**src/hdl/gbs_pkg.sv**
```systemverilog
// gradient box shader package: widths, register indexes, mode codes and shared types
package gbs_pkg;

	localparam int COORD_BITS = 12;
	localparam int DIM_BITS = 13;
	localparam int DIFF_BITS = ((COORD_BITS > DIM_BITS) ? COORD_BITS : DIM_BITS) + 1;
	localparam int G_BITS = 17;
	localparam int G_FRAC = 16;
	localparam logic [G_BITS-1:0] G_MAX = {G_BITS{1'b1}};
	localparam int QUO_BITS = 17;
	localparam int SQ_BITS = 36;
	localparam int ROOT_STEPS = 18;
	localparam int ROOT_BITS = 18;
	localparam logic [15:0] DIST_SCALE = 16'd58982;
	localparam int COLOR_BITS = 24;
	localparam int CFG_IDX_BITS = 3;
	localparam int CFG_DATA_BITS = 24;
	localparam int MODE_BITS = 3;

	localparam logic [CFG_IDX_BITS-1:0] REG_BOX_LEFT = 3'd0;
	localparam logic [CFG_IDX_BITS-1:0] REG_BOX_TOP = 3'd1;
	localparam logic [CFG_IDX_BITS-1:0] REG_BOX_WIDTH = 3'd2;
	localparam logic [CFG_IDX_BITS-1:0] REG_BOX_HEIGHT = 3'd3;
	localparam logic [CFG_IDX_BITS-1:0] REG_MODE = 3'd4;
	localparam logic [CFG_IDX_BITS-1:0] REG_MAIN_COLOR = 3'd5;
	localparam logic [CFG_IDX_BITS-1:0] REG_SECOND_COLOR = 3'd6;

	localparam logic [MODE_BITS-1:0] MODE_ROWS = 3'd0;
	localparam logic [MODE_BITS-1:0] MODE_COLS = 3'd1;
	localparam logic [MODE_BITS-1:0] MODE_DIAG = 3'd2;
	localparam logic [MODE_BITS-1:0] MODE_CTR_ROWS = 3'd3;
	localparam logic [MODE_BITS-1:0] MODE_CTR_COLS = 3'd4;
	localparam logic [MODE_BITS-1:0] MODE_CTR_BOTH = 3'd5;
	localparam logic [MODE_BITS-1:0] MODE_DIST = 3'd6;
	localparam logic [MODE_BITS-1:0] MODE_UNUSED = 3'd7;

	typedef struct packed {
		logic [COORD_BITS-1:0] x;
		logic [COORD_BITS-1:0] y;
	} coord_t;

	typedef struct packed {
		coord_t pos;
		logic [G_BITS-1:0] g;
	} side_t;

endpackage

```
**src/hdl/gbs_sqrt_pipe.sv**
```systemverilog
// distance weight pipeline: squares, sum, stepwise square root and 0.9 scaling
module gbs_sqrt_pipe (
	input logic clk,
	input logic arst_n,
	input logic en,
	input logic in_valid,
	input logic [gbs_pkg::G_BITS-1:0] term_a,
	input logic [gbs_pkg::G_BITS-1:0] term_b,
	input gbs_pkg::side_t side_in,
	output logic out_valid,
	output logic [gbs_pkg::G_BITS-1:0] g_dist,
	output gbs_pkg::side_t side_out
);

	localparam int SB = gbs_pkg::SQ_BITS;
	localparam int RS = gbs_pkg::ROOT_STEPS;
	localparam int GB = gbs_pkg::G_BITS;
	localparam int NS = RS + 3;

	logic [2*GB-1:0] sqa_s1;
	logic [2*GB-1:0] sqb_s1;
	logic [SB-1:0] rem_s [RS+1];
	logic [SB-1:0] root_s [RS+1];
	logic [gbs_pkg::ROOT_BITS+15:0] scl_s3;
	logic vld_s [NS];
	gbs_pkg::side_t side_s [NS];

	always_ff @(posedge clk) begin
		if (en) begin
			sqa_s1 <= term_a * term_a;
			sqb_s1 <= term_b * term_b;
			rem_s[0] <= SB'(sqa_s1) + SB'(sqb_s1);
			root_s[0] <= '0;
			scl_s3 <= root_s[RS][gbs_pkg::ROOT_BITS-1:0] * gbs_pkg::DIST_SCALE;
		end
	end

	for (genvar k = 0; k < RS; k++) begin : g_root
		logic [SB-1:0] bitv;
		logic [SB-1:0] tb;
		logic ge;
		always_comb begin
			bitv = SB'(1) << (SB - 2 - 2 * k);
			tb = root_s[k] + bitv;
			ge = (rem_s[k] >= tb);
		end
		always_ff @(posedge clk) begin
			if (en) begin
				rem_s[k+1] <= ge ? (rem_s[k] - tb) : rem_s[k];
				root_s[k+1] <= ge ? ((root_s[k] >> 1) + bitv) : (root_s[k] >> 1);
			end
		end
	end

	always_ff @(posedge clk) begin
		if (en) begin
			side_s[0] <= side_in;
			for (int k = 0; k < NS - 1; k++) begin
				side_s[k+1] <= side_s[k];
			end
		end
	end

	always_ff @(posedge clk or negedge arst_n) begin
		if (!arst_n) begin
			for (int k = 0; k < NS; k++) begin
				vld_s[k] <= 1'b0;
			end
		end else if (en) begin
			vld_s[0] <= in_valid;
			for (int k = 0; k < NS - 1; k++) begin
				vld_s[k+1] <= vld_s[k];
			end
		end
	end

	always_comb begin
		if (scl_s3[gbs_pkg::ROOT_BITS+15:16] > (gbs_pkg::ROOT_BITS)'(gbs_pkg::G_MAX)) begin
			g_dist = gbs_pkg::G_MAX;
		end else begin
			g_dist = scl_s3[GB+15:16];
		end
	end

	assign out_valid = vld_s[NS-1];
	assign side_out = side_s[NS-1];

endmodule

```
**config.mk**
```make
export PLATFORM = sky130hd
export DESIGN_NAME = gbs_sqrt_pipe
export DESIGN_NICKNAME = d
export VERILOG_FILES = /design/src/hdl/gbs_pkg.sv /design/src/hdl/gbs_sqrt_pipe.sv
export SDC_FILE = /design/constraint.sdc
export NUM_CORES = 2
export LEC_CHECK = 0
export BUFFER_PORTS_ARGS = -buffer_cell sky130_fd_sc_hd__clkbuf_2
export CAP_MARGIN = 0
export CORE_UTILIZATION = 50
export CTS_BUF_LIST = sky130_fd_sc_hd__clkbuf_4 sky130_fd_sc_hd__clkbuf_8 sky130_fd_sc_hd__clkbuf_16
export DETAILED_ROUTE_END_ITERATION = 6
export PLACE_DENSITY_LB_ADDON = 0.2
export SKIP_LAST_GASP = 1
export SLEW_MARGIN = 20
export SYNTH_ARGS = -nofsm -noshare
export SYNTH_HDL_FRONTEND = slang
export SYNTH_SLANG_ARGS = --single-unit
```
**constraint.sdc**
```tcl
create_clock -name clk -period 6.8 [get_ports clk]
set_clock_uncertainty 0.2 [all_clocks]
set_input_delay 1.02 -clock clk [delete_from_list [all_inputs] [get_ports clk]]
set_output_delay 1.02 -clock clk [all_outputs]
set_load 0.1 [all_outputs]
```
# Word-level counts from Yosys, hierarchy flattened
# Memory sizes are Yosys's and may differ from the RTL's.
# Cells that the tools add are included.
[classes] multipliers=3 addsub=55 order_cmp=19 n_mux=39
[ops] operator="2-to-1 mux 36 bit" count=36
[ops] operator=">= comparator 36 bit" count=18
[ops] operator="subtractor 36 bit" count=18
[ops] operator="multiplier 17 x 17 -> 34 bit" count=2
[ops] operator="adder 35 x 1 -> 36 bit (second input constant)" count=1
[ops] operator="adder 35 x 11 -> 36 bit (second input constant)" count=1
[ops] operator="adder 35 x 13 -> 36 bit (second input constant)" count=1
[ops] operator="adder 35 x 15 -> 36 bit (second input constant)" count=1
[ops] operator="adder 35 x 17 -> 36 bit (second input constant)" count=1
[ops] operator="adder 35 x 19 -> 36 bit (second input constant)" count=1
[ops] operator="adder 35 x 21 -> 36 bit (second input constant)" count=1
[ops] operator="adder 35 x 23 -> 36 bit (second input constant)" count=1
[ops] operator="adder 35 x 25 -> 36 bit (second input constant)" count=1
[ops] operator="adder 35 x 27 -> 36 bit (second input constant)" count=1
[ops] operator="adder 35 x 29 -> 36 bit (second input constant)" count=1
[ops] operator="adder 35 x 3 -> 36 bit (second input constant)" count=1
[ops] operator="adder 35 x 31 -> 36 bit (second input constant)" count=1
[ops] operator="adder 35 x 33 -> 36 bit (second input constant)" count=1
[ops] operator="adder 35 x 35 -> 36 bit (second input constant)" count=1
[ops] operator="adder 35 x 5 -> 36 bit (second input constant)" count=1
[ops] operator="adder 35 x 7 -> 36 bit (second input constant)" count=1
[ops] operator="adder 35 x 9 -> 36 bit (second input constant)" count=1
[ops] operator="adder 36 x 1 -> 36 bit (second input constant)" count=1
[ops] operator="adder 36 x 11 -> 36 bit (second input constant)" count=1
[ops] operator="other kinds (21)" count=22
[word_totals] inputBits=79 elab_cells=143 n_memories=3 regBits=122 mem_bits_rw=2229
[memory_table] memory="side_s" words=21 word_bits=41 read_ports=21 rd_ports_with_merged_regs=0 write_ports=21 line="gbs_sqrt_pipe.sv:26" source="gbs_pkg::side_t side_s [NS];"
[memory_table] memory="rem_s" words=19 word_bits=36 read_ports=18 rd_ports_with_merged_regs=0 write_ports=19 line="gbs_sqrt_pipe.sv:22" source="logic [SB-1:0] rem_s [RS+1];"
[memory_table] memory="root_s" words=19 word_bits=36 read_ports=19 rd_ports_with_merged_regs=0 write_ports=19 line="gbs_sqrt_pipe.sv:23" source="logic [SB-1:0] root_s [RS+1];"

# Depth between registers and ports, before layout
# An unclocked memory read counts as a cell.
[depth] word_depth=4 mapped_depth=24 mapped_depth_nobuf=23

# Least setup slack after synthesis
# OpenSTA, ideal clock, no wires.
[synth_path] path_kind="in2reg" startpoint="input port term_b[3] (netlist bit)" endpoint="register sqb_s1[33] (data pin)" setup_time_ns=0.273 n_path_buf=1 setup_slack_ns=-0.103 t_arrival_ns=6.431 required_time_ns=6.327 cell_stages=21 path_cell_list="clkbuf_1 nand2_1 inv_1 fa_1 inv_1 fa_1 fa_1 inv_1 fa_1 fa_1 inv_1 fa_1 inv_1 ha_1 a21oi_1 o221ai_1 o21bai_1 o31ai_1 a2111oi_0 a2111oi_0 xnor2_1"
[synth_via] elab_chain_len=1
[synth_lines] element="from (decl)" line="gbs_sqrt_pipe.sv:8" source="input logic [gbs_pkg::G_BITS-1:0] term_b,"
[synth_lines] element="multiplier 17 x 17 -> 34 bit" line="gbs_sqrt_pipe.sv:31" source="sqb_s1 <= term_b * term_b;"
[synth_lines] element="to (signal assigned)" line="gbs_sqrt_pipe.sv:31"
[synth_lines] element="to (decl)" line="gbs_sqrt_pipe.sv:21" source="logic [2*GB-1:0] sqb_s1;"
# Every way passes these cells.
# A chain may end at the register's enable or synchronous reset.

==> results.toml <==
[status]
outcome = "completed"

[worst_hold_path]
whs_path_depth = 1
min_path_type = "in2reg"
hold_start = "side_in[25]"
holdPathEnd = "side_s[0][25]"

[timing]
worstMarginPinSlew_ps = 1220
tns_ps = 0
setup_violations = 0
setup_ws_ps = 389
min_period_ps = 6410
grt_setup_unrepaired = "no"
clock.fmax_ghz = 0.156
fin_crit_sh_pct = 94.3
max-slew-margin-rel_pct = 18.8
final_hold_viol_count = 0
slew_viol_final = 0

[drt]
drcViolationCount = 0
antenna_left = 0
via_per_inst = 5.11
vias = 47600
drt_pass1_iterations = 5
finalWirelength_um = 153000
drt_iter0_drc = 2539
routedWlPerCell_um = 16.4

[global_routing]
grt_pass1_wl_um = 248000
grt_max_degree = 202
grtUsageTotal_pct = 17.2
overflow = 0
antenna_found_initial = 2
grt_pass1_vias = 49100

[cells_and_area]
final_util_pct = 56.4
nNetsFinal = 7921
seq_area_mm2 = 0.0535
area_delta_synth_final_pct = 12.0
multi_input_area_mm2 = 0.0321
drive_above_1_share_pct = 10.8
fill_cells = 14200

[critical_path]
cpMaxStageDelayCell = "fa_1"
end_kind = "flip-flop"
critical_path.top_delay_family = "adder cells"
cpPeakStageDelay_ps = 550
cp-start-kind = "flip-flop"
crit_start = "root_s[18][3]"
crit_type = "reg2reg"
regToRegEndpoint = "scl_s3[29]"
rrSetupSlack_ps = 390
worstPathArrival_ps = 6770
worst-path-max-fanout = 4
rr_worst_depth = 22
r2r_start = "root_s[18][3]"
critPathBufInv = 8
worstPathCellList = "inv_1 > fa_1 > inv_1 > fa_1 > fa_1 > inv_1 > fa_1 > inv_1 > fa_1 > inv_1 > fa_1 > inv_1 > ha_1 > a21o_1 > a211oi_1 > a31oi_1 > buf_4 > o31ai_1 > buf_4 > o21ai_0 > a21oi_1 > xnor2_1"
required_ps = 7160

[logic_synthesis]
netlist_top_cells_count = "1,763 x edfxtp_1, 957 x inv_1, 554 x ha_1"
synthCells = 6403
ys_async_sr_fraction_pct = 1.18
synth_top_area_share_pct = 59.0
seq_area_frac_synth_pct = 59.5
yosysTopAreaCell = "edfxtp_1"
ys_warn_count = 0
ys.flop_type = "edfxtp_1"
synth-edff-count = 1763
ys_types = 98
synth_area_leaders = "edfxtp_1 59%, fa_1 11%, ha_1 7.7%"
syn_area_mm2 = 0.0898
avgSynthCellArea_um2 = 14.0
synth.ff_latch_count = 1784
yosysMostFrequentCell = "edfxtp_1"

[floorplan]
die_area_mm2 = 0.181
core_area_mm2 = 0.178
die_h_um = 426
rows = 155
io_pins = 138
start_util_pct = 50.3
fp.dieW_um = 426

[clocking]
htreeDepth = 4
cts.sinks = 1784
clkLatencyLatePin_ps = 820
ctsLongestPathBuffers = 3
cts_buffers = 179
post-cts-setup-buffer-count = 0
cts-root-buf = "clkbuf_16"
cts.reportedPaths.clkPinSlew_ps = 60
cts_tree = "done"

[place]
dp_hpwl_um = 115000
io_buffers = 137
gp_congestion = 0.885
place_worst_setup_slack_ps = -318

[power]
powerDensity_mw_per_mm2 = 437
finalPower_uw = 44000
ir_drop_mv = 0.674
p_leak_uw = 0.0413

[run]
cap_violations = 0
==> logic make-up (layout without fill, tap and decap cells) <==
logic type | Yosys count | in the layout | share of synthesized area [%]
simple gates | 1316 | 1316 | 7.54
fa+ha+maj | 1035 | 1035 | 18.4
other cells | 1 | 3 | 0.00418
buf+inv | 1090 | 1640 | 4.78
xor+xnor | 359 | 359 | 3.50
flops | 1784 | 1784 | 59.5
compound gates | 760 | 760 | 5.48
mux | 58 | 58 | 0.724
==> layout by cell type, fill, tap and decap left out, types with 60 or more instances in the layout <==
cell type and instances:
a21oi_1 208, o21a_1 60, a21o_1 79, clkbuf_2 136
xnor2_1 194, nor3_1 107, nand2_1 370, buf_4 202
clkbuf_16 179, ha_1 554, and2_1 129, inv_1 957
edfxtp_1 1763, nor2_1 237, fa_1 481, o21ai_0 176
nor4_1 89, xor2_1 165
==> routing by layer <==
metal  global-route usage (%)  vias to the layer above  wire (µm)
li1                         -                    23300          -
met1                     19.5                    23200      60800
met5                        0                        -         13
met2                     31.8                      732      81600
met3                     2.72                      306       4710
met4                     7.20                        2       6020
==> cell type report <==
cell class,instances,area share (%)
well taps,2355,2.93
clock buffers,232,4.87
inverters,960,3.58
diodes,1,0.00249
flip-flops and latches,1784,53.2
repair buffers,352,2.44
multi-input cells,3530,31.9
clock inverters,96,1.09
==> worst max-delay path by stage <==
stage / endpoint / slack [ps] / depth (start not counted)
6_report: scl_s3[29] / 390 / 22
5_1_grt: scl_s3[29] / 10 / 22
4_1_cts: scl_s3[31] / 240 / 21
3_5_place_dp: sqa_s1[29] / -320 / 22
3_3_place_gp: sqa_s1[29] / -240 / 22
2_1_floorplan: sqa_s1[29] / 0.3 / 21
==> power by group <==
group	switching, µW	internal, µW
logic	10300	8530
clock network	4060	5710
registers	785	14600
total	15100	28900
==> through the flow <==
stage / hold WS [ps] / instances / instance area, µm²
after floorplan: 200 / 6404 / 89800
after global placement: 200 / 8979 / 94500
after detailed placement: 205 / 8979 / 94500
after CTS: 95.7 / 9308 / 101000
after global routing: 112 / 9309 / 101000
final: 180 / 9310 / 101000
==> repair_timing <==
item	in CTS	in global routing
endpoints found under the setup margin	0	1
hold endpoints to repair	21	0
gates resized for setup	0	1
hold buffers	1	0
==> state kept, by name (all words and copies together) (netlist names) <==
signal and flops:
side_s 861, sqb_s1 33, rem_s 647, vld_s 20, scl_s3 18, out_valid 1, sqa_s1 33, root_s 171
No activity file was read; power rests on OpenSTA's default activity.
