[src/hdl/gbs_pkg.sv]
// gradient box shader package: widths, register indexes, mode codes and shared types
package gbs_pkg;

	localparam int COORD_BITS = 12;
	localparam int DIM_BITS = 13;
	localparam int DIFF_BITS = ((COORD_BITS > DIM_BITS) ? COORD_BITS : DIM_BITS) + 1;
	localparam int G_BITS = 17;
	localparam int G_FRAC = 16;
	localparam logic [G_BITS-1:0] G_MAX = {G_BITS{1'b1}};
	localparam int QUO_BITS = 17;
	localparam int SQ_BITS = 36;
	localparam int ROOT_STEPS = 18;
	localparam int ROOT_BITS = 18;
	localparam logic [15:0] DIST_SCALE = 16'd58982;
	localparam int COLOR_BITS = 24;
	localparam int CFG_IDX_BITS = 3;
	localparam int CFG_DATA_BITS = 24;
	localparam int MODE_BITS = 3;

	localparam logic [CFG_IDX_BITS-1:0] REG_BOX_LEFT = 3'd0;
	localparam logic [CFG_IDX_BITS-1:0] REG_BOX_TOP = 3'd1;
	localparam logic [CFG_IDX_BITS-1:0] REG_BOX_WIDTH = 3'd2;
	localparam logic [CFG_IDX_BITS-1:0] REG_BOX_HEIGHT = 3'd3;
	localparam logic [CFG_IDX_BITS-1:0] REG_MODE = 3'd4;
	localparam logic [CFG_IDX_BITS-1:0] REG_MAIN_COLOR = 3'd5;
	localparam logic [CFG_IDX_BITS-1:0] REG_SECOND_COLOR = 3'd6;

	localparam logic [MODE_BITS-1:0] MODE_ROWS = 3'd0;
	localparam logic [MODE_BITS-1:0] MODE_COLS = 3'd1;
	localparam logic [MODE_BITS-1:0] MODE_DIAG = 3'd2;
	localparam logic [MODE_BITS-1:0] MODE_CTR_ROWS = 3'd3;
	localparam logic [MODE_BITS-1:0] MODE_CTR_COLS = 3'd4;
	localparam logic [MODE_BITS-1:0] MODE_CTR_BOTH = 3'd5;
	localparam logic [MODE_BITS-1:0] MODE_DIST = 3'd6;
	localparam logic [MODE_BITS-1:0] MODE_UNUSED = 3'd7;

	typedef struct packed {
		logic [COORD_BITS-1:0] x;
		logic [COORD_BITS-1:0] y;
	} coord_t;

	typedef struct packed {
		coord_t pos;
		logic [G_BITS-1:0] g;
	} side_t;

endpackage

[src/hdl/gbs_blend.sv]
// output stage: per-channel color blend with clamping, registered toward the receiver
module gbs_blend (
	input logic clk,
	input logic arst_n,
	input logic en,
	input logic in_valid,
	input logic [gbs_pkg::G_BITS-1:0] g,
	input gbs_pkg::coord_t pos,
	input logic [gbs_pkg::COLOR_BITS-1:0] main_color,
	input logic [gbs_pkg::COLOR_BITS-1:0] second_color,
	output logic out_valid,
	output logic [gbs_pkg::COORD_BITS-1:0] pixel_x,
	output logic [gbs_pkg::COORD_BITS-1:0] pixel_y,
	output logic [7:0] red,
	output logic [7:0] green,
	output logic [7:0] blue
);

	function automatic logic [7:0] mix(input logic [7:0] m, input logic [7:0] s,
			input logic [gbs_pkg::G_BITS-1:0] w);
		logic signed [9:0] dlt;
		logic signed [27:0] prod;
		logic signed [27:0] acc;
		dlt = $signed({2'b00, s}) - $signed({2'b00, m});
		prod = dlt * $signed({1'b0, w});
		acc = $signed({4'b0000, m, 16'h0000}) + prod;
		if (acc < 0) begin
			mix = 8'd0;
		end else if (acc[27:16] > 12'd255) begin
			mix = 8'd255;
		end else begin
			mix = acc[23:16];
		end
	endfunction

	always_ff @(posedge clk) begin
		if (en) begin
			pixel_x <= pos.x;
			pixel_y <= pos.y;
			red <= mix(main_color[23:16], second_color[23:16], g);
			green <= mix(main_color[15:8], second_color[15:8], g);
			blue <= mix(main_color[7:0], second_color[7:0], g);
		end
	end

	always_ff @(posedge clk or negedge arst_n) begin
		if (!arst_n) begin
			out_valid <= 1'b0;
		end else if (en) begin
			out_valid <= in_valid;
		end
	end

endmodule

[config.mk]
export PLATFORM = sky130hd
export DESIGN_NAME = gbs_blend
export DESIGN_NICKNAME = d
export VERILOG_FILES = /design/src/hdl/gbs_pkg.sv /design/src/hdl/gbs_blend.sv
export SDC_FILE = /design/constraint.sdc
export NUM_CORES = 1
export LEC_CHECK = 0
export BUFFER_PORTS_ARGS = -buffer_cell sky130_fd_sc_hd__buf_4
export CORE_MARGIN = 4
export CORE_UTILIZATION = 45
export CTS_CLUSTER_DIAMETER = 80
export DETAILED_ROUTE_END_ITERATION = 8
export GPL_ROUTABILITY_DRIVEN = 0
export PLACE_DENSITY = 0.65
export SLEW_MARGIN = 20
export SYNTH_ARGS = -nofsm -noshare
export SYNTH_HDL_FRONTEND = slang
export SYNTH_SLANG_ARGS = --single-unit
export TNS_END_PERCENT = 20
[constraint.sdc]
create_clock -name clk -period 1.2 [get_ports clk]
set_clock_uncertainty 0.15 [all_clocks]
set_input_delay 0.18 -clock clk [delete_from_list [all_inputs] [get_ports clk]]
set_output_delay 0.18 -clock clk [all_outputs]
set_load 0.01 [all_outputs]
; Word level (Yosys, flattened, before mapping)
; Index checks and enable logic that the tools add are counted.
[word_totals]
register_bits = 49
input_bits = 93
output_inout_bits = 49
wordCells = 24
[classes]
addsub = 6
mul = 3
n_lt_le_gt_ge = 6
n_mux = 3
[op_table]
columns = op, n
row1 = 25-bit by 27-bit adder with 28-bit output, 3
row2 = 28-bit by 1-bit less-than comparator with 1-bit output (second input constant), 3
row3 = 9-bit by 18-bit multiplier with 27-bit output, 3
row4 = 12-bit by 8-bit > comparator with 1-bit output (second input constant), 3
row5 = 8-bit by 8-bit subtractor with 9-bit output, 3
row6 = 8-bit two-way mux, 3

; Depth between registers and ports, before layout
; Gate-level depths: netlist of run 1.
[logic_depth]
depth_word = 5
mapped_depth = 33
mapped_depth_nobuf = 31

; Least setup slack after synthesis of run 1
; No wires, ideal clock.
[synth_timing]
path_type = input port to flip-flop
start = input main_color[17] (netlist bit)
end = register red[0], data pin
setup_time_ns = 0.132
arrival_ns = 7.244
t_required_ns = 0.918
setup_slack_ns = -6.326
path_stages = 31
n_path_buf = 2
cell_sequence = inv_1 > ha_1 > nor2b_1 > o21ai_0 > a21boi_0 > o21ai_0 > nand2b_1 > a21o_1 > a21oi_1 > xnor2_1 > clkbuf_1 > nand2_1 > fa_1 > fa_1 > inv_1 > fa_1 > fa_1 > inv_1 > fa_1 > inv_1 > ha_1 > a21o_1 > a21o_1 > a221oi_2 > nor3_1 > or3_1 > buf_2 > a221o_1 > mux2_4 > a311oi_4 > o21a_1
[synth_between]
elab_chain_cells = 5
elab_cells_between_ends = 6
cone_classes = add/sub: 2 / mul: 1 / order compare: 2 / mux: 1
[synth_lines]
columns = item, line_no
row1 = start: declaration, gbs_blend.sv:9  ; input logic [gbs_pkg::COLOR_BITS-1:0] main_color,
row2 = 8-bit by 8-bit subtractor with 9-bit output, gbs_blend.sv:24  ; dlt = $signed({2'b00, s}) - $signed({2'b00, m});
row3 = 9-bit by 18-bit multiplier with 27-bit output, gbs_blend.sv:25  ; prod = dlt * $signed({1'b0, w});
row4 = 25-bit by 27-bit adder with 28-bit output (*), gbs_blend.sv:26  ; acc = $signed({4'b0000, m, 16'h0000}) + prod;
row5 = branches (longest 2 deep; another with 28-bit by 1-bit less-than comparator with 1-bit output), n/a
row6 = end signal: assignment, gbs_blend.sv:40  ; red <= mix(main_color[23:16], second_color[23:16], g);
row7 = end: declaration, gbs_blend.sv:14  ; output logic [7:0] red,
; Mark *: on every way between the ends.
; A chain may end at the register's enable or synchronous reset.

; Final worst setup path of run 1
[layout_timing]
start = input second_color[16] (netlist bit)
end = register red[6], data pin
[layout_between]
elab_chain_cells = 5
elab_cells_between_ends = 6
cone_classes = add/sub: 2 / mul: 1 / order compare: 2 / mux: 1
[layout_lines]
columns = item, line_no
row1 = start: declaration, gbs_blend.sv:10  ; input logic [gbs_pkg::COLOR_BITS-1:0] second_color,
row2 = 8-bit by 8-bit subtractor with 9-bit output (*), gbs_blend.sv:24
row3 = 9-bit by 18-bit multiplier with 27-bit output (*), gbs_blend.sv:25
row4 = 25-bit by 27-bit adder with 28-bit output (*), gbs_blend.sv:26
row5 = branches (longest 2 deep; another with 28-bit by 1-bit less-than comparator with 1-bit output), n/a
; Marked as above.

==> metrics.cfg, run 1 <==
[synth]
synth_top_area_frac = 0.401
synthArstFlopShare = 0.0204
synth_nets = 2426
synth_seq_area_share = 0.0860
synth_edf_count = 48
syn_inst = 1784
synth_cell_type_count = 59
syn_area_um2 = 17100
yosysWarnings = 0
yosysMostFrequentCell = inv_1
synthTopCellsByArea = fa_1 40%, ha_1 15%, and2_1 8.5%, edfxtp_1 8.5%, inv_1 8.0%
yosys_most_used_dff = edfxtp_1
ys_seq_elements = 49
synth_commonest_cells = 365 x inv_1, 342 x fa_1, 231 x and2_1, 207 x ha_1
synth_top_area_cell = fa_1
postSynthAreaPerCell_um2 = 9.56

[cells_and_area]
fillerInstances = 3301
area_growth_pct = 27.7
fin_nets = 2820
n_antenna_cell = 0
fin_util = 0.581
drive_gt1_frac = 0.243

[grt]
grt_pass1_vias = 14800
grt.total_usage = 0.214
grt_pass1_wl_um = 72000
grt_overflow = 0
grt_max_degree = 37
antenna_found_initial = 0

[setup_path]
arrival_ns = 7.02
critPathKind = input port to flip-flop
cp-start-kind = input port
crit_path_max_incr_delay_ns = 0.52
worst-path-max-fanout = 8
r2r_slack_ns = 0.28
end_kind = flip-flop
required_ns = 1.23
critPathSlowestCell = fa_1
crit_top_cell = fa_1

[placement]
numPortBuffers = 141
hpwl_um = 35800

[die]
core_area_um2 = 37500
dieHeight_um = 203
die_area_um2 = 41100
die_w_um = 203
rows = 71
ios = 142
start_util = 0.455

[clock_tree]
clockBufferDepth = 2
cts_tree = done
htree_num_levels = 2
cts_buffers = 5
clkLatencyLatePin_ns = 0.30
clock_sinks = 49
clk_pin_slew_worst_paths_ns = 0.08
clockRootBuffer = clkbuf_16

[detailed_routing]
drtIter0Drc = 544
first_pass_iters = 4
vias = 13200
drc = 0
via_per_inst = 4.89
ant_nets = 0
wl_per_cell_um = 15.4
routed_wirelength_um = 41400

[status]
violations = setup timing
outcome = finished with violations

[job]
cap_violations = 0

[timing]
slew_violations = 0
worst_pin_slew_ns = 0.624
rsz0062_at_grt = true
final-hold-violation-count = 0
period_needed_ns = 6.99
slew_headroom = 0.579
fmax_mhz = 143
fin_setup_tns_ns = -135.23
finalSetupViolations = 25
fin_ws_ns = -5.79
period_share = 5.82

[min_path]
hold_path.class = input port to async pin

metrics by stage:
step                      std cells  hold slack, ns  cell area [um^2]  setup WS, ns
after floorplan                1784          -0.266             17200         -6.09
after global placement         2639          -0.194             20700         -6.33
after detailed placement       2639          -0.193             20700         -6.54
after CTS                      2686          0.0237             21500         -5.80
after global routing           2690          0.0555             21800         -6.08
final                          2690          0.0403             21800         -5.79
cells by family after synthesis:
family / count (synthesis) / synth area share
xor+xnor: 35 / 0.0180
compound gates: 148 / 0.0604
fa+ha+maj: 549 / 0.553
flops: 49 / 0.0860
simple gates: 567 / 0.184
mux: 5 / 0.00337
buf+inv: 431 / 0.0949
layer usage:
layer,vias to the layer above,track usage,part of all wire
li1,6248,-,-
met1,6613,0.288,0.43
met2,245,0.373,0.50
met3,52,0.0262,0.042
met4,0,0.0490,0.020
met5,-,0,0
flip-flops by register name, indices dropped and copies added (netlist names):
| name | cells |
|---|---|
| out_valid | 1 |
| pixel_x | 12 |
| green | 8 |
| blue | 8 |
| red | 8 |
| pixel_y | 12 |
final timing paths:
check,depth (start not counted),startpoint,end
worst min register to register,1,out_valid$_DFFE_PN0P_,out_valid$_DFFE_PN0P_
worst max register to register,1,out_valid$_DFFE_PN0P_,out_valid$_DFFE_PN0P_
max in group asynchronous,2,arst_n,out_valid$_DFFE_PN0P_
worst min-delay path,2,arst_n,out_valid$_DFFE_PN0P_
min in group clk,2,en,pixel_y[0]$_DFFE_PP_
worst max-delay path,32,second_color[16],red[6]$_SDFFCE_PP0P_
critical path, delay by kind of cell:
kind                     cells  cell delay, ns
AO/OA/AOI/OAI               10            1.99
AND/OR/NAND/NOR              7            1.09
multiplexers                 1            0.34
adder cells (fa/ha/maj)      8            2.95
buffers and inverters        6            0.45
timing repair:
| action | CTS | global route |
|---|---|---|
| endpoints found under the setup margin | 30 | 48 |
| hold endpoints to repair | 26 | 0 |
| resized for setup | 61 | 64 |
| gates cloned | 0 | 0 |
| setup buffers | 12 | 5 |
| pin swaps | 53 | 58 |
| hold buffers | 27 | 0 |
placed cells by master, fill, tap and decap left out, types with 24 or more instances in the layout:
cell and count:
a21oi_1 27, o21a_1 26, a21o_1 24, nor2_1 65, buf_6 30, nand2_1 97
dlygate4sd3_1 27, and2_1 227, buf_4 384, fa_1 336, ha_1 195, edfxtp_1 48
nand2b_1 101, inv_1 351
area by class of cell:
cell class	count	area [um^2]	area share
Multi-Input combinational cell	1304	14400	0.661
Timing Repair Buffer	453	3730	0.171
Sequential cell	49	1470	0.0673
Inverter	365	1390	0.0638
Tap cell	511	639	0.0294
Clock buffer	5	125	0.00575
Clock inverter	3	28.8	0.00132
Power of run 1 is left out: the tool's default activity adds up to more than one toggle a clock period on the data nets, which glitch-free logic cannot reach.
==> run 2: changes to the inputs <==
--- a/config.mk
+++ b/config.mk
@@ -6,6 +6,7 @@
 export NUM_CORES = 1
 export LEC_CHECK = 0
 export BUFFER_PORTS_ARGS = -buffer_cell sky130_fd_sc_hd__buf_4
+export CORE_ASPECT_RATIO = 0.9
 export CORE_MARGIN = 4
 export CORE_UTILIZATION = 45
 export CTS_CLUSTER_DIAMETER = 80
==> run 2 against run 1 <==
  * The flow still finishes with violations (setup timing)
  * Cell count shrank 1.2%
  * Via count shrank 0.58%
  * Highest routed layer unchanged
  * First-iteration DRC count shrank 15%
  * Critical path depth grew 1
  * Sequential share of layout area grew 0.10 points
  * Die area is essentially flat
==> metrics.cfg, run 2 (synthesis gave the netlist of run 1 again) <==
[setup_path]
reg2reg_to = out_valid$_DFFE_PN0P_
r2r_slack_ns = 0.31  ; +0.03 ns
crit_top_cell = fa_1
crit_path_max_incr_delay_ns = 0.50  ; -0.02 ns
r2r_cells = 1  ; unchanged
critPathKind = input port to flip-flop
arrival_ns = 6.84  ; -0.18 ns
required_ns = 1.11  ; -0.12 ns
critPathSlowestCell = fa_1
worst-path-max-fanout = 3  ; -5
cp-endpoint = green[6]$_SDFFCE_PP0P_
r2r_start = out_valid$_DFFE_PN0P_
cp-start-kind = input port
critPathLaunch = second_color[8]
end_kind = flip-flop

[detailed_routing]
ant_nets = 0  ; unchanged
via_per_inst = 4.92  ; +0.58%
drc = 0  ; unchanged
first_pass_iters = 5  ; +1
drtIter0Drc = 462  ; -15%
vias = 13100  ; -0.58%
wl_per_cell_um = 15.4  ; about the same
routed_wirelength_um = 40900  ; -1.1%

[grt]
grt_overflow = 0  ; unchanged
grt_pass1_wl_um = 70400  ; -2.3%
met1_usage = 0.291  ; +0.00308
met3_usage = 0.0232  ; -0.00295
grt_pass1_vias = 14400  ; -2.4%
grt_max_degree = 22  ; -41%
met2_usage = 0.365  ; -0.00784
grt.total_usage = 0.212  ; -0.00199
grt.busiest_layer = met2
antenna_found_initial = 0  ; unchanged

[die]
rows = 67  ; -5.6%
core_area_um2 = 37300  ; -0.49%
dieHeight_um = 193  ; -4.9%
ios = 142  ; unchanged
start_util = 0.457  ; +0.00224
die_area_um2 = 41100  ; about the same
die_w_um = 213  ; +5.2%

[placement]
hpwl_um = 35900  ; +0.21%
numPortBuffers = 141  ; unchanged

[cells_and_area]
final_common_cell = buf_4
area_growth_pct = 25.8
drive_gt1_frac = 0.225  ; -0.0185
fin_nets = 2817  ; -0.11%
n_antenna_cell = 0  ; unchanged
mostFrequentLayoutCells = 395 x buf_4, 360 x inv_1, 338 x fa_1
reg.largest.list = pixel_x x12, pixel_y x12

[job]
cap_violations = 0  ; unchanged

[clock_tree]
htree_num_levels = 2  ; unchanged
clkLatencyLatePin_ns = 0.31  ; about the same
clock_sinks = 49  ; unchanged
cts_tree = done
cts_buffers = 5  ; unchanged
clk_pin_slew_worst_paths_ns = 0.07  ; about the same
clockBufferDepth = 2  ; unchanged
clockRootBuffer = clkbuf_16

[status]
outcome = finished with violations
violations = setup timing

[timing]
fin_ws_ns = -5.73  ; +0.0572 ns
period_needed_ns = 6.93  ; -0.0572 ns
slew_headroom = 0.596  ; +0.0170
worst_pin_slew_ns = 0.604  ; -0.0195 ns
fmax_mhz = 144  ; +0.82%
period_share = 5.78  ; -0.0476
final-hold-violation-count = 0  ; unchanged
rsz0062_at_grt = true
finalSetupViolations = 30  ; +20%
holdWs_ns = 0.0394  ; -0.000860 ns
slew_violations = 0  ; unchanged

[min_path]
hold_path.class = input port to async pin

## run 2: final cells by class
| cell class | count | area (um^2) |
|---|---|---|
| multi-input combinational | 1304 | 14200 |
| tap | 483 | 604 |
| timing repair buffer | 450 | 3650 |
| clock buffer | 5 | 125 |
| sequential | 49 | 1470 |
| fill | 3270 | 15900 |
| inverter | 365 | 1380 |
| clock inverter | 3 | 20.0 |
## run 2: how the worst min path moves through the flow
stage / from / end / slack, ns / cells after the start
after detailed placement: arst_n / out_valid$_DFFE_PN0P_ / -0.19 / 1
final: arst_n / out_valid$_DFFE_PN0P_ / 0.04 / 2
after floorplan: arst_n / out_valid$_DFFE_PN0P_ / -0.27 / 0
after global placement: arst_n / out_valid$_DFFE_PN0P_ / -0.19 / 1
after global routing: arst_n / out_valid$_DFFE_PN0P_ / 0.05 / 2
after CTS: arst_n / out_valid$_DFFE_PN0P_ / 0.03 / 2
## run 2: repair_timing
action | CTS | global route
hold endpoints to repair | 26 | 0
setup endpoints to repair | 32 | 39
pin swaps | 26 | 6
gates resized for setup | 44 | 18
hold buffers | 26 | 0
buffers inserted | 12 | 1
## run 2: worst max-delay path: cells and delay by family
| family | cells | cell delay (ns) |
|---|---|---|
| adder cells (fa/ha/maj) | 8 | 3.07 |
| AO/OA/AOI/OAI | 9 | 1.44 |
| AND/OR/NAND/NOR | 7 | 1.34 |
| buffers and inverters | 8 | 0.66 |
| XOR/XNOR | 1 | 0.13 |
## run 2: metrics by stage
stage | std cells | area (um^2) | setup WS, ns | util | TNS (ns)
3_5_place_dp | 2612 | 20700 | -6.41 | 0.555 | -152.18
3_3_place_gp | 2612 | 20700 | -6.36 | 0.555 | -150.16
4_1_cts | 2658 | 21400 | -5.77 | 0.573 | -136.32
5_1_grt | 2659 | 21500 | -6.04 | 0.575 | -144.65
6_report | 2659 | 21500 | -5.73 | 0.575 | -135.74
2_1_floorplan | 1784 | 17200 | -6.09 | - | -142.97
## run 2: layer usage
metal | routed length (um) | part of all wire
met5 | 0 | 0
met4 | 768 | 0.019
met3 | 1500 | 0.037
met2 | 19900 | 0.49
met1 | 18800 | 0.46
Power of run 2 is left out for the same reason.
