===== src/hdl/gbs_pkg.sv =====
// gradient box shader package: widths, register indexes, mode codes and shared types
package gbs_pkg;

	localparam int COORD_BITS = 12;
	localparam int DIM_BITS = 13;
	localparam int DIFF_BITS = ((COORD_BITS > DIM_BITS) ? COORD_BITS : DIM_BITS) + 1;
	localparam int G_BITS = 17;
	localparam int G_FRAC = 16;
	localparam logic [G_BITS-1:0] G_MAX = {G_BITS{1'b1}};
	localparam int QUO_BITS = 17;
	localparam int SQ_BITS = 36;
	localparam int ROOT_STEPS = 18;
	localparam int ROOT_BITS = 18;
	localparam logic [15:0] DIST_SCALE = 16'd58982;
	localparam int COLOR_BITS = 24;
	localparam int CFG_IDX_BITS = 3;
	localparam int CFG_DATA_BITS = 24;
	localparam int MODE_BITS = 3;

	localparam logic [CFG_IDX_BITS-1:0] REG_BOX_LEFT = 3'd0;
	localparam logic [CFG_IDX_BITS-1:0] REG_BOX_TOP = 3'd1;
	localparam logic [CFG_IDX_BITS-1:0] REG_BOX_WIDTH = 3'd2;
	localparam logic [CFG_IDX_BITS-1:0] REG_BOX_HEIGHT = 3'd3;
	localparam logic [CFG_IDX_BITS-1:0] REG_MODE = 3'd4;
	localparam logic [CFG_IDX_BITS-1:0] REG_MAIN_COLOR = 3'd5;
	localparam logic [CFG_IDX_BITS-1:0] REG_SECOND_COLOR = 3'd6;

	localparam logic [MODE_BITS-1:0] MODE_ROWS = 3'd0;
	localparam logic [MODE_BITS-1:0] MODE_COLS = 3'd1;
	localparam logic [MODE_BITS-1:0] MODE_DIAG = 3'd2;
	localparam logic [MODE_BITS-1:0] MODE_CTR_ROWS = 3'd3;
	localparam logic [MODE_BITS-1:0] MODE_CTR_COLS = 3'd4;
	localparam logic [MODE_BITS-1:0] MODE_CTR_BOTH = 3'd5;
	localparam logic [MODE_BITS-1:0] MODE_DIST = 3'd6;
	localparam logic [MODE_BITS-1:0] MODE_UNUSED = 3'd7;

	typedef struct packed {
		logic [COORD_BITS-1:0] x;
		logic [COORD_BITS-1:0] y;
	} coord_t;

	typedef struct packed {
		coord_t pos;
		logic [G_BITS-1:0] g;
	} side_t;

endpackage


===== src/hdl/gbs_div_pipe.sv =====
// two-lane pipelined restoring divider producing the column and row weight terms
module gbs_div_pipe (
	input logic clk,
	input logic arst_n,
	input logic en,
	input logic in_valid,
	input logic [gbs_pkg::COORD_BITS-1:0] col,
	input logic [gbs_pkg::COORD_BITS-1:0] row,
	input logic [gbs_pkg::DIM_BITS-1:0] width,
	input logic [gbs_pkg::DIM_BITS-1:0] height,
	input logic center,
	input gbs_pkg::coord_t pos_in,
	output logic out_valid,
	output logic [gbs_pkg::G_BITS-1:0] term_col,
	output logic [gbs_pkg::G_BITS-1:0] term_row,
	output gbs_pkg::coord_t pos_out
);

	localparam int DB = gbs_pkg::DIM_BITS;
	localparam int FB = gbs_pkg::DIFF_BITS;
	localparam int QB = gbs_pkg::QUO_BITS;

	logic [DB-1:0] den_w [2];
	logic zero_w [2];
	logic [FB-1:0] num_w [2];
	logic sat_w [2];

	logic [DB:0] rem_s [2][QB+1];
	logic [QB-1:0] quo_s [2][QB+1];
	logic sat_s [2][QB+1];
	logic vld_s [QB+1];
	gbs_pkg::coord_t pos_s [QB+1];

	always_comb begin
		logic [gbs_pkg::COORD_BITS-1:0] a;
		logic [DB-1:0] n;
		logic [FB-1:0] ax;
		logic [FB-1:0] hx;
		for (int l = 0; l < 2; l++) begin
			a = (l == 0) ? col : row;
			n = (l == 0) ? width : height;
			den_w[l] = center ? {1'b0, n[DB-1:1]} : n;
			zero_w[l] = (den_w[l] == '0);
			ax = FB'(a);
			hx = FB'(den_w[l]);
			if (center) begin
				num_w[l] = (hx > ax) ? (hx - ax) : (ax - hx);
			end else begin
				num_w[l] = ax;
			end
			sat_w[l] = ((FB+1)'(num_w[l]) >= (FB+1)'({den_w[l], 1'b0}));
		end
	end

	always_ff @(posedge clk) begin
		if (en) begin
			for (int l = 0; l < 2; l++) begin
				rem_s[l][0] <= num_w[l][DB:0];
				quo_s[l][0] <= '0;
				sat_s[l][0] <= sat_w[l];
			end
			pos_s[0] <= pos_in;
		end
	end

	for (genvar l = 0; l < 2; l++) begin : g_lane
		for (genvar k = 0; k < QB; k++) begin : g_step
			logic [DB:0] t;
			logic [DB:0] d;
			logic ge;
			always_comb begin
				if (k == 0) begin
					t = rem_s[l][k];
				end else begin
					t = {rem_s[l][k][DB-1:0], 1'b0};
				end
				d = {1'b0, den_w[l]};
				ge = (t >= d);
			end
			always_ff @(posedge clk) begin
				if (en) begin
					rem_s[l][k+1] <= ge ? (t - d) : t;
					quo_s[l][k+1] <= {quo_s[l][k][QB-2:0], ge};
					sat_s[l][k+1] <= sat_s[l][k];
				end
			end
		end
	end

	for (genvar k = 0; k < QB; k++) begin : g_side
		always_ff @(posedge clk) begin
			if (en) begin
				pos_s[k+1] <= pos_s[k];
			end
		end
	end

	always_ff @(posedge clk or negedge arst_n) begin
		if (!arst_n) begin
			for (int k = 0; k <= QB; k++) begin
				vld_s[k] <= 1'b0;
			end
		end else if (en) begin
			vld_s[0] <= in_valid;
			for (int k = 0; k < QB; k++) begin
				vld_s[k+1] <= vld_s[k];
			end
		end
	end

	always_comb begin
		if (zero_w[0]) begin
			term_col = '0;
		end else if (sat_s[0][QB]) begin
			term_col = gbs_pkg::G_MAX;
		end else begin
			term_col = quo_s[0][QB];
		end
		if (zero_w[1]) begin
			term_row = '0;
		end else if (sat_s[1][QB]) begin
			term_row = gbs_pkg::G_MAX;
		end else begin
			term_row = quo_s[1][QB];
		end
	end

	assign out_valid = vld_s[QB];
	assign pos_out = pos_s[QB];

endmodule


===== config.mk =====
export PLATFORM = sky130hd
export DESIGN_NAME = gbs_div_pipe
export DESIGN_NICKNAME = d
export VERILOG_FILES = /design/src/hdl/gbs_pkg.sv /design/src/hdl/gbs_div_pipe.sv
export SDC_FILE = /design/constraint.sdc
export NUM_CORES = 2
export LEC_CHECK = 0
export ABC_CLOCK_PERIOD_IN_PS = 6000
export BUFFER_PORTS_ARGS = -buffer_cell sky130_fd_sc_hd__clkbuf_2
export CAP_MARGIN = 20
export CORE_ASPECT_RATIO = 1.5
export CORE_MARGIN = 1.5
export CORE_UTILIZATION = 50
export DETAILED_ROUTE_END_ITERATION = 12
export PLACE_DENSITY = 0.74
export SYNTH_ARGS = -nofsm -noshare
export SYNTH_HDL_FRONTEND = slang
export SYNTH_SLANG_ARGS = --single-unit

===== constraint.sdc =====
create_clock -name clk -period 6 [get_ports clk]
set_input_delay 1.2 -clock clk [delete_from_list [all_inputs] [get_ports clk]]
set_output_delay 1.2 -clock clk [all_outputs]
set_load 0.01 [all_outputs]

* Word-level counts from Yosys, hierarchy flattened
Memories as Yosys holds them, arrays and structs flattened.
Cells that the tools add are included.
** Storage, ports and cells
- Register bits after elaboration :: 18
- Memory bits (writable) :: 1550
- Output and inout bits :: 59
- Word-level logic and storage cells :: 146
- Memories kept :: 4
** Cells by class
- Add/sub/neg operators :: 38
- $lt $le $gt $ge :: 38
- Muxes and demuxes :: 46
- Reductions and logical operators :: 2
** Memories
- quo_s :: words 2, bits a word 289, read ports 2, clocked after memory_dff 0, write ports 2, line gbs_div_pipe.sv:29 : logic [QB-1:0] quo_s [2][QB+1];
- rem_s :: words 2, bits a word 252, read ports 2, clocked after memory_dff 0, write ports 2, line gbs_div_pipe.sv:28 : logic [DB:0] rem_s [2][QB+1];
- pos_s :: words 18, bits a word 24, read ports 18, clocked after memory_dff 0, write ports 18, line gbs_div_pipe.sv:32 : gbs_pkg::coord_t pos_s [QB+1];
- sat_s :: words 2, bits a word 18, read ports 2, clocked after memory_dff 0, write ports 2, line gbs_div_pipe.sv:30 : logic sat_s [2][QB+1];
** Operator list (number)
- $mux W14 :: 38
- $ge A14 B13 Y1 :: 34
- $sub A14 B13 Y14 :: 34
- $mux W17 :: 4
- $ge A14 B14 Y1 :: 2
- $sub A12 B13 Y14 :: 2
- $sub A13 B12 Y14 :: 2
- $gt A13 B12 Y1 :: 2
- $logic_not A13 Y1 :: 2
- $mux W13 :: 2
- $mux W1 :: 2

* Longest topological paths before layout
- Depth after elaboration :: 5
- Depth in mapped cells :: 25
- Gate-level depth less buffers :: 19

* Worst setup path after synthesis
No wires, ideal clock.
- Kind :: in2reg
- Start point :: input center
- End point :: memory sat_s[0][17] (netlist name) (data pin)
- Setup time :: 262 ps
- Arrival :: 7176 ps
- Path slack :: -1438 ps
- Stages :: 20
- Path buffers :: 5
- Path through :: buf_2 > buf_1 > clkbuf_1 > clkbuf_1 > mux2i_1 > inv_1 > ha_1 > nand4_1 > a211oi_1 > o31ai_2 > clkbuf_1 > mux2i_1 > xnor2_1 > a21oi_1 > ha_1 > a21o_1 > a221oi_1 > o21ai_0 > a21oi_1 > o21ai_0
** RTL lines
- start: declaration :: line gbs_div_pipe.sv:11 : input logic center,
- end: declaration :: line gbs_div_pipe.sv:30

* Worst setup path after layout
- Start point :: input center
- End point :: output term_col[15] (netlist name)
** On the way
- Longest elaborated chain between the ends :: 3
** Ends and longest elaborated chain
- $mux W13 :: line gbs_div_pipe.sv:42 : den_w[l] = center ? {1'b0, n[DB-1:1]} : n;
- $logic_not A13 Y1 :: line gbs_div_pipe.sv:43 : zero_w[l] = (den_w[l] == '0);
- $mux W17 :: line gbs_div_pipe.sv:112 : if (zero_w[0]) begin
- end: declaration :: line gbs_div_pipe.sv:14 : output logic [gbs_pkg::G_BITS-1:0] term_col,
Every way passes these cells.

==> results.md <==
Run status:
- The run finished with clean final reports.

Yosys:
- In the synthesized netlist, the number of instances is a little under 5000.
- Yosys mapped a number of flops with a built-in enable equal to between 1000 and 1500.
- The proportion of synthesized flip-flops having asynchronous set or reset is ~1.5%.
- Yosys printed 0 warnings.
- The share of the Yosys chip area taken by registers is 58.14%.
- Averaged over all synthesized cells, the footprint is 13.00 µm².
- The most used flip-flop cell after synthesis is sky130_fd_sc_hd__edfxtp_1.
- The number of synthesized register bits is 1236.
- The distinct cell type count of the synthesized netlist is 77.
- The cell area that synthesis handed to floorplanning was 0.06368 mm².
- The number of nets handed over by synthesis was 5531.

Clocking:
- The setup fix buffers added after clock tree synthesis is 0.
- The clock network latency to the later pin of the worst-skew pair is 0.74 ns.
- In this run the number of H-tree levels came out at 3.
- In this run, post-CTS hold repair placed 0 buffers.
- Counting every sink on the clock net gives roughly 1200.
- After clock tree synthesis, the repair step resized 0 gates.
- After clock tree synthesis, the clock-pin slew on the worst setup and hold paths is 0.06 ns.
- The TritonCTS clock tree is done.
- The largest buffer count on any clock path is 3.
- CTS placed an instance of sky130_fd_sc_hd__clkbuf_16 at the clock tree root.
- The number of clock buffers inserted by TritonCTS is 116.

Setup path:
- For flop-to-flop paths, the worst setup slack is 2.53 ns.
- The worst register-to-register path begins at rem_s[1][238].
- The worst path required time is 4.80 ns.
- The count of buffering cells on the critical path with inverters included is 7.
- The dominant delay contributor by cell family on the critical path is buffers and inverters.
- The slowest stage of the critical path is the sky130_fd_sc_hd__a2111oi_0 cell.
- The largest stage delay on the critical path is 0.72 ns.
- The nature of the critical path startpoint is an input port.
- STA puts the critical path data arrival time at 4.23 ns.
- The peak fanout along the critical path is 19.
- The critical path is of the input port to primary output type.
- The cell occurring most often along the worst timing path is sky130_fd_sc_hd__buf_4.
- The endpoint of the most critical register-to-register path is rem_s[1][227].
- STA classifies the critical path endpoint as a primary output.
- The critical path goes through buf_4 > buf_4 > mux2i_2 > inv_1 > a2111oi_0 > buf_4 > nand3_1 > nor3_4 > buf_4 > buf_4 > nor2_1 > clkbuf_2.
- The number of cell instances on the worst register-to-register path is 11.

GRT:
- The initial antenna violation count is 10.
- The via count of the first global-routing pass was 39740.
- For this run the aggregate overflow at the end of global routing stands at 0.
- The global router's overall resource usage is 20.31%.
- The global-route wire length before repair is 207100 µm.
- The largest net degree at the start of global routing is 153.

Routing:
- The detailed-router iteration count before antenna repair is 5.
- In the routed design, unresolved DRC markers number 0.
- The number of routed nets with antenna violations is 0.
- The average wire per cell in the routed design is 18.83 µm.
- The starting DRC count in detailed routing is 2284.
- The final layout contains routed wiring with a total length of 131600 µm.
- Across all layers, the routed design uses 39310 vias.
- The number of vias per cell is 5.627.

Die:
- The overall die area is 0.1296 mm².
- The vertical extent of the die is approximately 440 µm.
- The effective utilization at floorplan is between 50% and 60%.
- The floorplan step set the die width to 294.4 µm.
- The area of the core is 0.1265 mm².
- 138 I/O pins were placed.
- The number of rows in the core area is 160.

Hold path:
- The type of the most critical hold path is flop to flop.
- The startpoint identified for the worst hold timing path is pos_s[8][22].
- The instance count along the most critical hold path is 0.
- The capture endpoint of the worst hold path is pos_s[9][22].

Timing:
- The share of the cycle needed by the critical path after routing is 90.51%.
- Measured against its own limit, the worst slew margin works out to 35.95%.
- The clock arrives with around 0.048 ns of skew.
- The final critical path time including I/O delays and setup is around 5.4 ns.
- Based on the critical path, the design can be clocked at up to about 0.18 GHz.
- The number of slew-limit violations in the final report is 0.
- The hold violation count in the final report was 0.
- The slew at the pin closest to its max-slew limit is slightly below 1 ns.
- The final sum of negative setup slack is 0 ns.
- Setup violations remaining at the end of the flow were counted as 0.
- Hold timing on the final database bottoms out at a slack of 0.3961 ns.
- Setup repair after global routing left no endpoint under its margin.

Layout:
- The share of post-route cells with drive strength above 1 is 13.97%.
- The post-layout instance count excluding filler cells is 6986.
- The signed area change from the synthesized netlist to the final layout is 11.96%.
- The register area is 0.03703 mm².
- The count of nets after finishing is 5813.
- Fill cells in the final layout number 10300.
- The post-layout utilization of the core is 56.35%.
- The multi-input logic area is 0.02573 mm².

Placed design:
- The number of port buffers is 137.
- The number of instances in the placed design is roughly 6800.
- The half-perimeter wire length after detailed placement is 90210 µm.
- The congestion estimate from routability-driven global placement came to approximately 0.90.

Flow run:
- The number of max-capacitance violations reported is 0.

Pwr:
- The worst-case IR drop observed on VDD is between 0.2 and 0.3 mV.
- The power per standard cell area is ~500 mW/mm².
- For this design the static power due to leakage is roughly 27 nW.
==> report_power, final <==
group,total (W),leakage (nW),switching (W),internal [W]
clock network,0.00747,1.88,0.00321,0.00426
logic,0.0143,13.0,0.00768,0.00659
registers,0.0136,12.1,0.00108,0.0125
==> cells in the final DEF (no fill, tap or decap), types with 16 or more instances in the layout <==
master,netlist,final
sky130_fd_sc_hd__clkbuf_1,57,19
sky130_fd_sc_hd__nand2b_1,45,45
sky130_fd_sc_hd__mux2i_1,55,32
sky130_fd_sc_hd__dfrtp_1,18,18
sky130_fd_sc_hd__ha_1,519,517
sky130_fd_sc_hd__o21a_1,28,28
sky130_fd_sc_hd__nand3_1,76,76
sky130_fd_sc_hd__clkbuf_16,0,119
sky130_fd_sc_hd__edfxtp_1,1218,1218
sky130_fd_sc_hd__o41ai_2,16,16
sky130_fd_sc_hd__and3_1,37,37
sky130_fd_sc_hd__clkinv_1,1,33
sky130_fd_sc_hd__o21ai_0,373,372
sky130_fd_sc_hd__nor2_1,317,317
sky130_fd_sc_hd__clkbuf_2,0,135
sky130_fd_sc_hd__a21o_1,100,100
sky130_fd_sc_hd__nand2_1,289,289
sky130_fd_sc_hd__mux2_2,195,195
sky130_fd_sc_hd__a21oi_1,315,314
sky130_fd_sc_hd__xnor2_1,202,202
sky130_fd_sc_hd__fa_1,36,36
sky130_fd_sc_hd__mux2i_2,0,18
sky130_fd_sc_hd__or2_2,36,36
sky130_fd_sc_hd__a2111oi_4,14,16
sky130_fd_sc_hd__buf_4,6,105
sky130_fd_sc_hd__xor2_1,137,137
sky130_fd_sc_hd__inv_1,199,197
sky130_fd_sc_hd__nor3_1,89,88
sky130_fd_sc_hd__a211oi_1,58,58
sky130_fd_sc_hd__nor2b_1,79,79
sky130_fd_sc_hd__o21bai_1,56,56
sky130_fd_sc_hd__nand4_1,64,64
==> state kept, by name (all words and copies together) (netlist names) <==
name / flops
pos_s: 432
quo_s: 306
sat_s: 36
rem_s: 444
vld_s: 17
out_valid: 1
==> cell usage after synthesis, types with 55 or more instances <==
cell type / number / area, µm²
sky130_fd_sc_hd__ha_1: 519 / 6494
sky130_fd_sc_hd__mux2_2: 195 / 2196
sky130_fd_sc_hd__nor2b_1: 79 / 494.2
sky130_fd_sc_hd__nor3_1: 89 / 445.4
sky130_fd_sc_hd__xor2_1: 137 / 1200
sky130_fd_sc_hd__a21o_1: 100 / 750.7
sky130_fd_sc_hd__nor2_1: 317 / 1190
sky130_fd_sc_hd__nand4_1: 64 / 400.4
sky130_fd_sc_hd__nand2_1: 289 / 1085
sky130_fd_sc_hd__xnor2_1: 202 / 1769
sky130_fd_sc_hd__a211oi_1: 58 / 435.4
sky130_fd_sc_hd__edfxtp_1: 1218 / 36580
sky130_fd_sc_hd__nand3_1: 76 / 380.4
sky130_fd_sc_hd__a21oi_1: 315 / 1577
sky130_fd_sc_hd__mux2i_1: 55 / 550.5
sky130_fd_sc_hd__o21bai_1: 56 / 420.4
sky130_fd_sc_hd__clkbuf_1: 57 / 214.0
sky130_fd_sc_hd__o21ai_0: 373 / 1867
sky130_fd_sc_hd__inv_1: 199 / 747.0
==> worst max path at each step <==
| stage | start | endpoint | cells past startpoint |
|---|---|---|---|
| 3_3_place_gp | center | sat_s[0][17] | 22 |
| 5_1_grt | center | term_col[15] | 12 |
| 2_1_floorplan | center | sat_s[0][17] | 20 |
| 3_5_place_dp | center | sat_s[0][17] | 22 |
| 6_report | center | term_col[15] | 12 |
| 4_1_cts | center | term_col[3] | 12 |
==> routing by layer <==
metal,GRT usage [%],routed length [µm],vias to the layer above
li1,-,-,19090
met1,22.64,51320,19090
met2,37.63,69190,798
met3,2.607,4956,328
met4,10.43,6059,4
met5,0,25,-
==> per-stage QoR <==
| stage | area (µm²) | total power (W) | setup slack [ns] |
|---|---|---|---|
| floorplan | 63850 | 0.02440 | -0.0002061 |
| global placement | 67360 | 0.02752 | 0.2262 |
| detailed placement | 67360 | 0.02796 | 0.2743 |
| CTS | 71260 | 0.03559 | 0.4862 |
| global route | 71290 | 0.03773 | 0.4086 |
| finish | 71290 | 0.03534 | 0.5694 |
==> logic make-up after synthesis <==
kind of cell             after synthesis  share of synthesized area, %
buffers and inverters                289                         1.792
multiplexers                         257                         4.478
AND/OR/NAND/NOR                     1087                         8.050
AO/OA/AOI/OAI                       1134                         11.55
XOR/XNOR                             339                         4.663
flip-flops                          1236                         58.14
adder cells (fa/ha/maj)              555                         11.33
==> area by class of cell <==
class                      instances  area share, %
timing repair buffer             253          2.418
tap                             1701          2.985
multi-input combinational       3372          36.10
clock inverter                    77          1.178
sequential                      1236          51.93
inverter                         200          1.064
clock buffer                     139          4.296
antenna                            8        0.02808
Power figures use the tool's default switching activity.
